===== src/rtl/core/thl_pkg.sv =====
// Shared widths, limits and register codes of the triplet hinge loss block.
package thl_pkg;

  localparam int VAL_W      = 16;
  localparam int DIFF_W     = VAL_W + 1;
  localparam int SQ_W       = 32;
  localparam int SUM_W      = 41;
  localparam int TOT_W      = 58;
  localparam int ADD_W      = TOT_W + 1;
  localparam int MARGIN_W   = 32;
  localparam int CFG_DATA_W = 32;
  localparam int CFG_ADDR_W = 3;
  localparam int CFG_IDX_W  = CFG_ADDR_W - 2;

  localparam logic [SUM_W-1:0]      SUM_MAX      = {SUM_W{1'b1}};
  localparam logic [TOT_W-1:0]      TOT_MAX      = {TOT_W{1'b1}};
  localparam logic [MARGIN_W-1:0]   MARGIN_RESET = 32'd16777216;

  // register index decoded from the word address
  localparam logic [CFG_IDX_W-1:0]  CFG_IDX_MARGIN = 1'b0;

endpackage


===== src/rtl/core/thl_ifs.sv =====
// Valid/ready channels of the triplet hinge loss block.
interface thl_in_if import thl_pkg::*; ();
  logic                    valid;
  logic                    ready;
  logic signed [VAL_W-1:0] anchor_value;
  logic signed [VAL_W-1:0] positive_value;
  logic signed [VAL_W-1:0] negative_value;
  logic                    last_channel;
  logic                    last_sample;

  modport source (
    output valid, anchor_value, positive_value, negative_value, last_channel, last_sample,
    input  ready
  );
  modport sink (
    input  valid, anchor_value, positive_value, negative_value, last_channel, last_sample,
    output ready
  );
endinterface

interface thl_out_if import thl_pkg::*; ();
  logic             valid;
  logic             ready;
  logic [SUM_W-1:0] sample_violation;
  logic             violation_active;
  logic [SUM_W-1:0] batch_loss;
  logic             loss_valid;

  modport source (
    output valid, sample_violation, violation_active, batch_loss, loss_valid,
    input  ready
  );
  modport sink (
    input  valid, sample_violation, violation_active, batch_loss, loss_valid,
    output ready
  );
endinterface


===== src/rtl/core/thl_div.sv =====
// Restoring divider, one quotient bit per cycle, for the batch loss.
module thl_div import thl_pkg::*; #(
  parameter int DEN_W = 18
) (
  input  logic             clk,
  input  logic             rst_n,
  input  logic             start,
  input  logic [TOT_W-1:0] dividend,
  input  logic [DEN_W-1:0] divisor,
  output logic             done,
  output logic [TOT_W-1:0] quotient
);

  localparam int STEP_W = $clog2(TOT_W);

  logic              busy_r;
  logic              done_r;
  logic [STEP_W-1:0] step_r;
  logic [DEN_W-1:0]  rem_r;
  logic [DEN_W-1:0]  den_r;
  logic [TOT_W-1:0]  quo_r;

  logic [DEN_W:0]    trial;
  logic [DEN_W:0]    trial_sub;
  logic              trial_ge;

  always_comb begin
    trial     = {rem_r, quo_r[TOT_W-1]};
    trial_ge  = trial >= {1'b0, den_r};
    trial_sub = trial - {1'b0, den_r};
  end

  always_ff @(posedge clk) begin
    if (!rst_n) begin
      busy_r <= 1'b0;
      done_r <= 1'b0;
    end else begin
      done_r <= !start && busy_r && (step_r == '0);
      if (start) begin
        busy_r <= 1'b1;
        step_r <= STEP_W'(TOT_W - 1);
        rem_r  <= '0;
        den_r  <= divisor;
        quo_r  <= dividend;
      end else if (busy_r) begin
        // dividend shifts out of the top while quotient bits shift in below
        quo_r <= {quo_r[TOT_W-2:0], trial_ge};
        rem_r <= trial_ge ? trial_sub[DEN_W-1:0] : trial[DEN_W-1:0];
        step_r <= step_r - 1'b1;
        if (step_r == '0) begin
          busy_r <= 1'b0;
        end
      end
    end
  end

  assign done     = done_r;
  assign quotient = quo_r;

endmodule


===== src/rtl/core/triplet_hinge_loss.sv =====
// Triplet hinge loss: squared distances, per-sample violation and batch loss.
//
// in_ch carries one feature channel of anchor, positive and negative (Q4.12)
// per beat, with last_channel / last_sample flags. out_ch gives one beat per
// finished sample: violation (Q17.24), its active flag, and on the batch's
// last sample the batch loss sum / (2 * samples) with loss_valid set.
// cfg is an APB write/read port holding the Q8.24 margin at address 0.
//
// One 17x17 squarer and one 59-bit adder are shared under the sequencer;
// in_ch.ready is high only while the sequencer is idle.
//   non-last channel : two squares, two accumulations per beat
//   last channel     : margin add, subtract, total, result registered at the end
//   last sample      : waits on the divider, which takes one quotient bit a cycle
// The output register decouples out_ch: a new beat is taken while a result
// waits; a stalled receiver holds the sequencer only when the next result
// is ready to be loaded.
// Reset clears the distance sums, the batch total and count, sets the
// margin to 1.0 and drops out_ch.valid.
module triplet_hinge_loss import thl_pkg::*; #(
  parameter int MAX_BATCH = 65536
) (
  input  logic                  clk,
  input  logic                  rst_n,
  thl_in_if.sink                in_ch,
  thl_out_if.source             out_ch,
  input  logic                  cfg_psel,
  input  logic                  cfg_penable,
  input  logic                  cfg_pwrite,
  input  logic [CFG_ADDR_W-1:0] cfg_paddr,
  input  logic [CFG_DATA_W-1:0] cfg_pwdata,
  output logic [CFG_DATA_W-1:0] cfg_prdata,
  output logic                  cfg_pready
);

  localparam int CNT_W = $clog2(MAX_BATCH + 1);
  localparam int DEN_W = CNT_W + 1;

  typedef enum logic [3:0] {
    S_IDLE, S_MUL_P, S_MUL_N, S_ACC_N, S_MARG, S_DIFF, S_TOT, S_DIV, S_EMIT
  } state_t;

  state_t                  state_r;
  logic signed [VAL_W-1:0] a_r, p_r, n_r;
  logic                    last_ch_r, last_smp_r;
  logic [SQ_W-1:0]         prod_r;
  logic [SUM_W-1:0]        pos_r, neg_r, viol_r, loss_r;
  logic [SUM_W:0]          tmp_r;
  logic [TOT_W-1:0]        total_r;
  logic [CNT_W-1:0]        count_r;
  logic [MARGIN_W-1:0]     margin_r;
  logic                    div_start_r;

  logic                    out_valid_r;
  logic [SUM_W-1:0]        out_viol_r, out_loss_r;
  logic                    out_active_r, out_loss_valid_r;

  logic signed [DIFF_W-1:0]   mul_d;
  logic signed [2*DIFF_W-1:0] mul_full;
  logic [ADD_W-1:0]           add_a, add_b;
  logic                       add_cin;
  logic [ADD_W:0]             add_s;
  logic [SUM_W-1:0]           sum_sat, viol_calc;
  logic [TOT_W-1:0]           tot_sat;
  logic [CNT_W-1:0]           cnt_inc;
  logic                       in_fire, cfg_wr;
  logic                       div_done;
  logic [TOT_W-1:0]           div_quo;

  assign in_fire = in_ch.valid && in_ch.ready;
  assign cfg_wr  = cfg_psel && cfg_penable && cfg_pwrite;

  // shared squarer: positive channel first, negative next
  always_comb begin
    mul_d    = ((state_r == S_MUL_N) ? {n_r[VAL_W-1], n_r} : {p_r[VAL_W-1], p_r})
             - {a_r[VAL_W-1], a_r};
    mul_full = mul_d * mul_d;
  end

  // shared adder, operands picked by sequencer step
  always_comb begin
    add_a   = '0;
    add_b   = '0;
    add_cin = 1'b0;
    case (state_r)
      S_MUL_N: begin
        add_a = ADD_W'(pos_r);
        add_b = ADD_W'(prod_r);
      end
      S_ACC_N: begin
        add_a = ADD_W'(neg_r);
        add_b = ADD_W'(prod_r);
      end
      S_MARG: begin
        add_a = ADD_W'(pos_r);
        add_b = ADD_W'(margin_r);
      end
      S_DIFF: begin
        add_a   = ADD_W'(tmp_r);
        add_b   = ~ADD_W'(neg_r);
        add_cin = 1'b1;
      end
      S_TOT: begin
        add_a = ADD_W'(total_r);
        add_b = ADD_W'(viol_r);
      end
      default: ;
    endcase
    add_s   = {1'b0, add_a} + {1'b0, add_b} + (ADD_W+1)'(add_cin);
    sum_sat = (|add_s[ADD_W:SUM_W]) ? SUM_MAX : add_s[SUM_W-1:0];
    tot_sat = (|add_s[ADD_W:TOT_W]) ? TOT_MAX : add_s[TOT_W-1:0];
    // carry out of the subtract means pos + margin >= neg
    if (!add_s[ADD_W])
      viol_calc = '0;
    else if (|add_s[ADD_W-1:SUM_W])
      viol_calc = SUM_MAX;
    else
      viol_calc = add_s[SUM_W-1:0];
    cnt_inc = (count_r < CNT_W'(MAX_BATCH)) ? count_r + 1'b1 : count_r;
  end

  thl_div #(.DEN_W(DEN_W)) u_div (
    .clk      (clk),
    .rst_n    (rst_n),
    .start    (div_start_r),
    .dividend (total_r),
    .divisor  ({count_r, 1'b0}),
    .done     (div_done),
    .quotient (div_quo)
  );

  always_ff @(posedge clk) begin
    if (!rst_n) begin
      state_r     <= S_IDLE;
      pos_r       <= '0;
      neg_r       <= '0;
      total_r     <= '0;
      count_r     <= '0;
      margin_r    <= MARGIN_RESET;
      div_start_r <= 1'b0;
      out_valid_r <= 1'b0;
    end else begin
      div_start_r <= (state_r == S_TOT) && last_smp_r;
      // the emit step reloads the output register itself
      if (out_valid_r && out_ch.ready && state_r != S_EMIT)
        out_valid_r <= 1'b0;
      if (cfg_wr && cfg_paddr[CFG_ADDR_W-1:2] == CFG_IDX_MARGIN)
        margin_r <= cfg_pwdata;
      case (state_r)
        S_IDLE: begin
          if (in_fire) begin
            a_r        <= in_ch.anchor_value;
            p_r        <= in_ch.positive_value;
            n_r        <= in_ch.negative_value;
            last_ch_r  <= in_ch.last_channel;
            last_smp_r <= in_ch.last_sample;
            state_r    <= S_MUL_P;
          end
        end
        S_MUL_P: begin
          prod_r  <= mul_full[SQ_W-1:0];
          state_r <= S_MUL_N;
        end
        S_MUL_N: begin
          pos_r   <= sum_sat;
          prod_r  <= mul_full[SQ_W-1:0];
          state_r <= S_ACC_N;
        end
        S_ACC_N: begin
          neg_r   <= sum_sat;
          state_r <= last_ch_r ? S_MARG : S_IDLE;
        end
        S_MARG: begin
          tmp_r   <= add_s[SUM_W:0];
          state_r <= S_DIFF;
        end
        S_DIFF: begin
          viol_r  <= viol_calc;
          pos_r   <= '0;
          neg_r   <= '0;
          state_r <= S_TOT;
        end
        S_TOT: begin
          total_r <= tot_sat;
          count_r <= cnt_inc;
          state_r <= last_smp_r ? S_DIV : S_EMIT;
        end
        S_DIV: begin
          if (div_done) begin
            loss_r  <= (|div_quo[TOT_W-1:SUM_W]) ? SUM_MAX : div_quo[SUM_W-1:0];
            state_r <= S_EMIT;
          end
        end
        S_EMIT: begin
          if (!out_valid_r || out_ch.ready) begin
            out_valid_r      <= 1'b1;
            out_viol_r       <= viol_r;
            out_active_r     <= (viol_r != '0);
            out_loss_r       <= last_smp_r ? loss_r : '0;
            out_loss_valid_r <= last_smp_r;
            if (last_smp_r) begin
              total_r <= '0;
              count_r <= '0;
            end
            state_r <= S_IDLE;
          end
        end
        default: state_r <= S_IDLE;
      endcase
    end
  end

  assign in_ch.ready             = (state_r == S_IDLE);
  assign out_ch.valid            = out_valid_r;
  assign out_ch.sample_violation = out_viol_r;
  assign out_ch.violation_active = out_active_r;
  assign out_ch.batch_loss       = out_loss_r;
  assign out_ch.loss_valid       = out_loss_valid_r;

  assign cfg_pready = 1'b1;
  assign cfg_prdata = (cfg_paddr[CFG_ADDR_W-1:2] == CFG_IDX_MARGIN) ? margin_r : '0;

  a_active_flag: assert property (@(posedge clk) disable iff (!rst_n)
    out_valid_r |-> (out_active_r == (out_viol_r != '0)))
    else $error("violation_active disagrees with sample_violation");

  a_loss_zero: assert property (@(posedge clk) disable iff (!rst_n)
    (out_valid_r && !out_loss_valid_r) |-> (out_loss_r == '0))
    else $error("batch_loss nonzero on a non-final sample");

  a_count_cap: assert property (@(posedge clk) disable iff (!rst_n)
    count_r <= CNT_W'(MAX_BATCH))
    else $error("sample count beyond batch limit");

  a_div_nonzero: assert property (@(posedge clk) disable iff (!rst_n)
    div_start_r |-> (count_r != '0 && state_r == S_DIV))
    else $error("divider started with zero divisor or outside divide step");

  a_accept_busy: assert property (@(posedge clk) disable iff (!rst_n)
    in_fire |=> (state_r == S_MUL_P && !in_ch.ready))
    else $error("sequencer did not leave idle after an accepted beat");

endmodule

===== src/flat_wrapper.sv =====
// flat-port wrapper written by rule: the top's interface ports become plain ports
module triplet_hinge_loss_flat import thl_pkg::*;
#(
  parameter int MAX_BATCH = 65536
)
  (clk, rst_n, cfg_psel, cfg_penable, cfg_pwrite, cfg_paddr, cfg_pwdata, cfg_prdata, cfg_pready, in_ch_valid, in_ch_anchor_value, in_ch_positive_value, in_ch_negative_value, in_ch_last_channel, in_ch_last_sample, in_ch_ready, out_ch_valid, out_ch_sample_violation, out_ch_violation_active, out_ch_batch_loss, out_ch_loss_valid, out_ch_ready);
  thl_in_if in_ch_i ();
  thl_out_if out_ch_i ();
  input  logic clk;
  input  logic rst_n;
  input  logic cfg_psel;
  input  logic cfg_penable;
  input  logic cfg_pwrite;
  input  logic [CFG_ADDR_W-1:0] cfg_paddr;
  input  logic [CFG_DATA_W-1:0] cfg_pwdata;
  output logic [CFG_DATA_W-1:0] cfg_prdata;
  output logic cfg_pready;
  input wire logic [$bits(in_ch_i.valid)-1:0] in_ch_valid;
  input wire logic [$bits(in_ch_i.anchor_value)-1:0] in_ch_anchor_value;
  input wire logic [$bits(in_ch_i.positive_value)-1:0] in_ch_positive_value;
  input wire logic [$bits(in_ch_i.negative_value)-1:0] in_ch_negative_value;
  input wire logic [$bits(in_ch_i.last_channel)-1:0] in_ch_last_channel;
  input wire logic [$bits(in_ch_i.last_sample)-1:0] in_ch_last_sample;
  output wire logic [$bits(in_ch_i.ready)-1:0] in_ch_ready;
  output wire logic [$bits(out_ch_i.valid)-1:0] out_ch_valid;
  output wire logic [$bits(out_ch_i.sample_violation)-1:0] out_ch_sample_violation;
  output wire logic [$bits(out_ch_i.violation_active)-1:0] out_ch_violation_active;
  output wire logic [$bits(out_ch_i.batch_loss)-1:0] out_ch_batch_loss;
  output wire logic [$bits(out_ch_i.loss_valid)-1:0] out_ch_loss_valid;
  input wire logic [$bits(out_ch_i.ready)-1:0] out_ch_ready;
  assign in_ch_i.valid = in_ch_valid;
  assign in_ch_i.anchor_value = in_ch_anchor_value;
  assign in_ch_i.positive_value = in_ch_positive_value;
  assign in_ch_i.negative_value = in_ch_negative_value;
  assign in_ch_i.last_channel = in_ch_last_channel;
  assign in_ch_i.last_sample = in_ch_last_sample;
  assign in_ch_ready = in_ch_i.ready;
  assign out_ch_valid = out_ch_i.valid;
  assign out_ch_sample_violation = out_ch_i.sample_violation;
  assign out_ch_violation_active = out_ch_i.violation_active;
  assign out_ch_batch_loss = out_ch_i.batch_loss;
  assign out_ch_loss_valid = out_ch_i.loss_valid;
  assign out_ch_i.ready = out_ch_ready;
  triplet_hinge_loss #(.MAX_BATCH(MAX_BATCH)) u_core (.clk(clk), .rst_n(rst_n), .in_ch(in_ch_i), .out_ch(out_ch_i), .cfg_psel(cfg_psel), .cfg_penable(cfg_penable), .cfg_pwrite(cfg_pwrite), .cfg_paddr(cfg_paddr), .cfg_pwdata(cfg_pwdata), .cfg_prdata(cfg_prdata), .cfg_pready(cfg_pready));
endmodule

===== config.mk =====
export PLATFORM = sky130hd
export DESIGN_NAME = triplet_hinge_loss_flat
export DESIGN_NICKNAME = d
export VERILOG_FILES = /design/src/rtl/core/thl_pkg.sv /design/src/rtl/core/thl_ifs.sv /design/src/rtl/core/thl_div.sv /design/src/rtl/core/triplet_hinge_loss.sv /design/src/flat_wrapper.sv
export SDC_FILE = /design/constraint.sdc
export NUM_CORES = 2
export LEC_CHECK = 0
export BUFFER_PORTS_ARGS = -buffer_cell sky130_fd_sc_hd__buf_2
export CAP_MARGIN = 20
export CORE_MARGIN = 2
export CORE_UTILIZATION = 40
export CTS_BUF_LIST = sky130_fd_sc_hd__clkbuf_4
export DETAILED_ROUTE_END_ITERATION = 6
export GPL_ROUTABILITY_DRIVEN = 0
export PLACE_DENSITY = 0.57
export RECOVER_POWER = 100
export SLEW_MARGIN = 5
export SYNTH_ARGS = -nofsm -noshare
export SYNTH_HDL_FRONTEND = slang
export SYNTH_SLANG_ARGS = --single-unit

===== constraint.sdc =====
create_clock -name clk -period 29.8 [get_ports clk]
set_input_delay 4.47 -clock clk [delete_from_list [all_inputs] [get_ports clk]]
set_output_delay 4.47 -clock clk [all_outputs]
set_load 0.005 [all_outputs]

* Word-level counts from Yosys, hierarchy flattened
Cells that the tools add are included.
** Operators by class
- $lt $le $gt $ge :: 2
- Eq/ne operators :: 14
- Mux-type cells :: 34
- Add/subtract/negate cells :: 6
- Multiply operators :: 1
- Reductions and logical operators :: 37
- Bitwise logic cells :: 2
** Operators with widths (number)
- $mux W58 :: 5
- $pmux W59 S4 :: 1
- $pmux W58 S4 :: 1
- $pmux W41 S2 :: 2
- $pmux W58 S2 :: 1
- $mux W41 :: 2
- $mux W17 :: 4
- $add A58 B59 Y60 :: 1
- $add A60 B1 Y60 :: 1
- $not A41 Y59 :: 1
- $reduce_bool A41 Y1 :: 1
- $mux W18 :: 2
- $pmux W4 S9 :: 1
- $pmux W17 S2 :: 1
- $mul A17 B17 Y32 :: 1
- $mux W32 :: 1
- $ge A19 B18 Y1 :: 1
- $reduce_or A19 Y1 :: 1
- $reduce_or A18 Y1 :: 1
- $sub A18 B18 Y18 :: 1
- $add A17 B1 Y17 const B :: 1
- $lt A17 B17 Y1 const B :: 1
- $reduce_or A17 Y1 :: 1
- $sub A17 B17 Y17 :: 1
- other kinds (23) :: 62
** Word-level totals
- Bits in registers :: 586
- Input bits :: 92
- Logic and storage cells :: 123
- Output and inout port bits :: 119

* Depth between registers and ports, before layout
- Depth in word-level cells :: 8
- Gate-level depth with buffers :: 42
- Gate-level depth less buffers :: 38

* Hierarchy
From an unflattened synthesis, not the netlist that was laid out.
** Second synthesis, totals
- Cells, all modules :: 3744
- Area total of the unflattened synthesis :: 38129.1 sq um
** By module, submodules not included
- triplet_hinge_loss :: seq. area each 12582.1 sq um, instances 1, cells each 3335, area an instance 32606.3 sq um
- thl_div :: seq. area each 3042.9 sq um, instances 1, cells each 409, area an instance 5522.8 sq um

* Worst setup path before layout
No wires, ideal clock.
- Path kind :: reg2reg
- Start point :: register u_core.state_r[1]
- End point :: register u_core.prod_r[31] (data pin)
- Arrival :: 9.847 ns
- Stages on the path, launching flop included :: 38
- Required time :: 29.534 ns
- Clock period less this slack :: 10.113 ns
- Path buffers :: 3
- Setup slack :: 19.687 ns
- Setup time :: 0.266 ns
- Cell sequence :: dfxtp_1 -> clkbuf_1 -> nor3b_1 -> and2_1 -> clkbuf_1 -> clkbuf_1 -> mux2_2 -> ha_1 -> nor2b_1 -> o21ai_0 -> a21boi_0 -> o21ai_1 -> a21oi_1 -> a211oi_1 -> a21oi_1 -> a41oi_1 -> mux2_2 -> a2111oi_0 -> (+2 left out) -> fa_1 -> fa_1 -> inv_1 -> fa_1 -> fa_1 -> fa_1 -> inv_1 -> fa_1 -> inv_1 -> ha_1 -> a21oi_1 -> nand2_1 -> o21ai_0 -> o221a_2 -> a311oi_1 -> or2_2 -> o41ai_1 -> xnor2_1
** On the way
- Word-level cells in the longest chain between the ends :: 4
** Ends and longest elaborated chain
- start, declared :: line triplet_hinge_loss.sv:42 : state_t state_r;
- start signal, assigned :: line triplet_hinge_loss.sv:170 : state_r <= last_ch_r ? S_MARG : S_IDLE;
- start signal, assigned :: line triplet_hinge_loss.sv:185 : state_r <= last_smp_r ? S_DIV : S_EMIT;
- $eq A4 B2 Y1 :: line triplet_hinge_loss.sv:74 : mul_d = ((state_r == S_MUL_N) ? {n_r[VAL_W-1], n_r} : {p_r[VAL_W-1], p_r})
- $mux W17 :: line triplet_hinge_loss.sv:74
- $sub A17 B17 Y17 :: line triplet_hinge_loss.sv:75 : - {a_r[VAL_W-1], a_r};
- $mul A17 B17 Y32 :: line triplet_hinge_loss.sv:76 : mul_full = mul_d * mul_d;
- via u_core.mul_full[31] :: line triplet_hinge_loss.sv:58 : logic signed [2*DIFF_W-1:0] mul_full;
- end signal, assigned :: line triplet_hinge_loss.sv:160 : prod_r <= mul_full[SQ_W-1:0];
- end signal, assigned :: line triplet_hinge_loss.sv:165 : prod_r <= mul_full[SQ_W-1:0];
- end, declared :: line triplet_hinge_loss.sv:45 : logic [SQ_W-1:0] prod_r;
The timed path passes the listed nets, and every way through them passes these cells.
A chain may end at the register's enable or synchronous reset.

* Worst setup path after layout
- Start point :: register u_core.state_r[1]
- End point :: register u_core.total_r[57]
** On the way
- Word-level cells in the longest chain between the ends :: 8
- Elaborated cells between the ends (all ways) :: 20
- Classes of those cells :: add/sub (2); eq/ne (8); mux (5); reduce/logical (5)
** Ends and longest elaborated chain
- $eq A4 B3 Y1 / $eq A4 B2 Y1 (equally long branches) :: line triplet_hinge_loss.sv:84 : case (state_r)
- $reduce_or A2 Y1 (no line)
- $pmux W58 S4 / $pmux W59 S4 (equally long branches) :: line triplet_hinge_loss.sv:84
- $add A58 B59 Y60 :: line triplet_hinge_loss.sv:108 : add_s = {1'b0, add_a} + {1'b0, add_b} + (ADD_W+1)'(add_cin);
- $add A60 B1 Y60 :: line triplet_hinge_loss.sv:108
- $reduce_or A2 Y1 :: line triplet_hinge_loss.sv:110 : tot_sat = (|add_s[ADD_W:TOT_W]) ? TOT_MAX : add_s[TOT_W-1:0];
- $mux W58 :: line triplet_hinge_loss.sv:110
- $pmux W58 S2 :: line triplet_hinge_loss.sv:148 : case (state_r)
- end signal, assigned :: line triplet_hinge_loss.sv:183 : total_r <= tot_sat;
- end, declared :: line triplet_hinge_loss.sv:48 : logic [TOT_W-1:0] total_r;
Parallel ways exist; a longest one is shown, timed or not.

==> reports/results.tsv <==
stage	metric	value	unit
run_status	status	finished, violations left	
run_status	failing checks	DRC, capacitance limit, slew limit	
clocking	hold_buf cts	0	
timing	setup TNS	0	ps
detailed_routing	1st-iter DRT viols	2164	
place	Detailed Place HPWL	73.1	mm
logic_synthesis	synthesized area	37800	um^2
critical_path	Bufs and invs on worst path	5	
critical_path	Critical Path Max Stage Delay	2620	ps
min_path	hold_sp	u_core.count_r[5]	
floorplan	IO Pins	211	
layout	commonest non-fill, non-tap cells in the layout	nand2_1, inv_1, edfxtp_1	
critical_path	crit end category	flop	
detailed_routing	post-route ant nets	0	
layout	Nets	4531	
critical_path	worst r2r src	u_core.state_r[1]	
clocking	Root Buffer	clkbuf_4	
critical_path	Slowest-stage cell, CP	clkbuf_1	
logic_synthesis	sequential area share after synthesis	0.413	
logic_synthesis	Async S/R FF share, synth	0	
timing	RSZ-0062 raised after global routing	false	
detailed_routing	Residual DRC	2	
grt	final global-route overflow total	0	
logic_synthesis	Synthesized Nets	4300	
layout	commonest non-fill, non-tap cell in the layout	nand2_1	
timing	Worst Tran Pin Value	3820	ps
critical_path	CP Cell Sequence	nor3b_1 > clkbuf_1 > and2_2 > clkbuf_1 > or2_0 > clkbuf_1 > nand2_1 > nand2_1 > ha_1 > a21oi_1 > o21bai_1 > nor4_1 > nor3_1 > a211o_1 > a21oi_1 > o211ai_1 > a211oi_4 > clkbuf_1 > nor3b_1 > clkbuf_1 > nor2b_1 > nor3b_1	
clocking	Clk Latency, worst-skew pair	1070	ps
floorplan	Chip Height	311	um
grt	largest net degree at the start of global routing	107	
detailed_routing	Avg Vias per Cell	5.22	
critical_path	crit-path most repeated cell	clkbuf_1	
floorplan	core area	93500	um^2
timing	final hold vios	0	
floorplan	FP Rows	112	
logic_synthesis	Synth Flop Type	edfxtp_1	
timing	fmax	71.4	MHz
critical_path	CP startpoint	u_core.state_r[1]	
timing	relative slew slack	-1.55	
floorplan	area of the die	96900	um^2
layout	post-route insts no fill	5400	
critical_path	Worst Setup Start Kind	flop	
floorplan	Die W	311	um
logic_synthesis	Syn. warnings	0	
timing	Max Slew Vio Count	883	
logic_synthesis	Seq cells post-synth	585	
detailed_routing	Routed WL	103	mm
logic_synthesis	Post-synth EDFFs	388	
logic_synthesis	Mapped Cells	3775	
layout	area grow syn2layout	11.3	%
clocking	Setup Fix Bufs, Post-CTS	0	
critical_path	Crit Path Class	reg -> reg	
timing	Final period util	0.470	
grt	vias in the first global route	28300	
layout	Layout fillers	9197	
clocking	Inserted Clock Buffers	162	
layout	fraction of layout cells with a size suffix above 1	0.142	
clocking	Max Buffers Root-to-Sink	3	
clocking	CTS sink cnt	585	
min_path	worst min-delay path class	reg -> reg	
clocking	Clock transition at path regs	60	ps
critical_path	arrival time of the worst setup path	14920	ps
clocking	TritonCTS clock tree	yes	
grt	first-pass GRT wire length	161	mm
timing	fin crit period	14010	ps
place	Port Buffers	207	
grt	gr usage total	0.212	
logic_synthesis	Syn Area/Cell	10.0	um^2
critical_path	worst path required time	30710	ps
timing	worst-case clock skew	72.0	ps
critical_path	critical path fanouts, max	47	
detailed_routing	drt pass-1 iters	7	
detailed_routing	DR WL/cell	19.2	um
grt	initial antenna violation count	6	
detailed_routing	total number of vias	28200	
critical_path	cell family with most CP delay	buffers and inverters	
timing	endpoints failing setup	0	
clocking	post-cts sizing count	0	
logic_synthesis	Distinct cells, synth	90	
floorplan	Initial Utilization	0.404	
clocking	H-tree levels	4	
place	placed insts	5094	
job	Max-Cap Viols	20	
final timing paths:
check,to,slack [ps],depth (start not counted)
worst max-delay path,u_core.total_r[57],15790,22
worst min-delay path,u_core.u_div.den_r[6],470,0
worst max register to register,u_core.total_r[57],15790,22
worst min register to register,u_core.u_div.den_r[6],470,0
layout make-up:
| type | count | area (um^2) | share of cell area |
|---|---|---|---|
| timing repair buffer | 256 | 1250 | 0.0298 |
| multi-input combinational | 2549 | 19700 | 0.468 |
| inverter | 452 | 1700 | 0.0404 |
| antenna | 1 | 2.50 | 0.0000596 |
| tap | 1254 | 1570 | 0.0373 |
| sequential | 585 | 15600 | 0.371 |
| clock buffer | 263 | 1970 | 0.0470 |
| clock inverter | 40 | 251 | 0.00598 |
cells in the mapped netlist (54+ instances only):
cell type / number / area [um^2]
nand2_1: 540 / 2030
inv_1: 446 / 1670
edfxtp_1: 388 / 11700
fa_1: 261 / 5230
a21oi_1: 244 / 1220
nor2_1: 214 / 803
dfxtp_1: 197 / 3940
o21ai_0: 188 / 941
ha_1: 172 / 2150
clkbuf_1: 152 / 571
xnor2_1: 81 / 709
mux2_2: 75 / 845
and2_1: 73 / 457
nor2b_1: 61 / 382
nand2b_1: 60 / 375
xor2_1: 54 / 473
routing by layer:
metal	GRT usage	vias to the layer above	share of wire
li1	-	13400	-
met1	0.285	13700	0.45
met2	0.340	888	0.46
met3	0.0427	138	0.064
met4	0.0780	2	0.025
met5	0	-	0.00013
kinds of logic after synthesis:
group / synth area share
adder cells (fa/ha/maj): 0.195
buffers and inverters: 0.0653
other: 0.0000993
flip-flops: 0.413
XOR/XNOR: 0.0313
AND/OR/NAND/NOR: 0.138
multiplexers: 0.0274
AO/OA/AOI/OAI: 0.129
through the flow:
step / cell area [um^2] / util / setup WS, ps / hold slack (ps)
final: 42000 / 0.450 / 15790 / 473
after global placement: 40100 / 0.429 / 18250 / 463
after CTS: 42300 / 0.453 / 18240 / 467
after floorplan: 37800 / - / 19690 / 439
after global routing: 42000 / 0.450 / 14640 / 495
after detailed placement: 40100 / 0.429 / 18240 / 471
worst reg2reg max path, cell delays in order, from the launching register on:
cell and delay (ps):
dfxtp_1 450, nor3b_1 210, clkbuf_1 990, and2_2 290, clkbuf_1 1230, or2_0 580, clkbuf_1 1570, nand2_1 130
nand2_1 200, ha_1 240, a21oi_1 180, o21bai_1 120, nor4_1 370, nor3_1 260, a211o_1 390, a21oi_1 450
o211ai_1 340, a211oi_4 260, clkbuf_1 2620, nor3b_1 700, clkbuf_1 1970, nor2b_1 290, nor3b_1 60
Power is not shown: default switching activity piles up to over one toggle a cycle in this logic, so the estimate is an artifact.
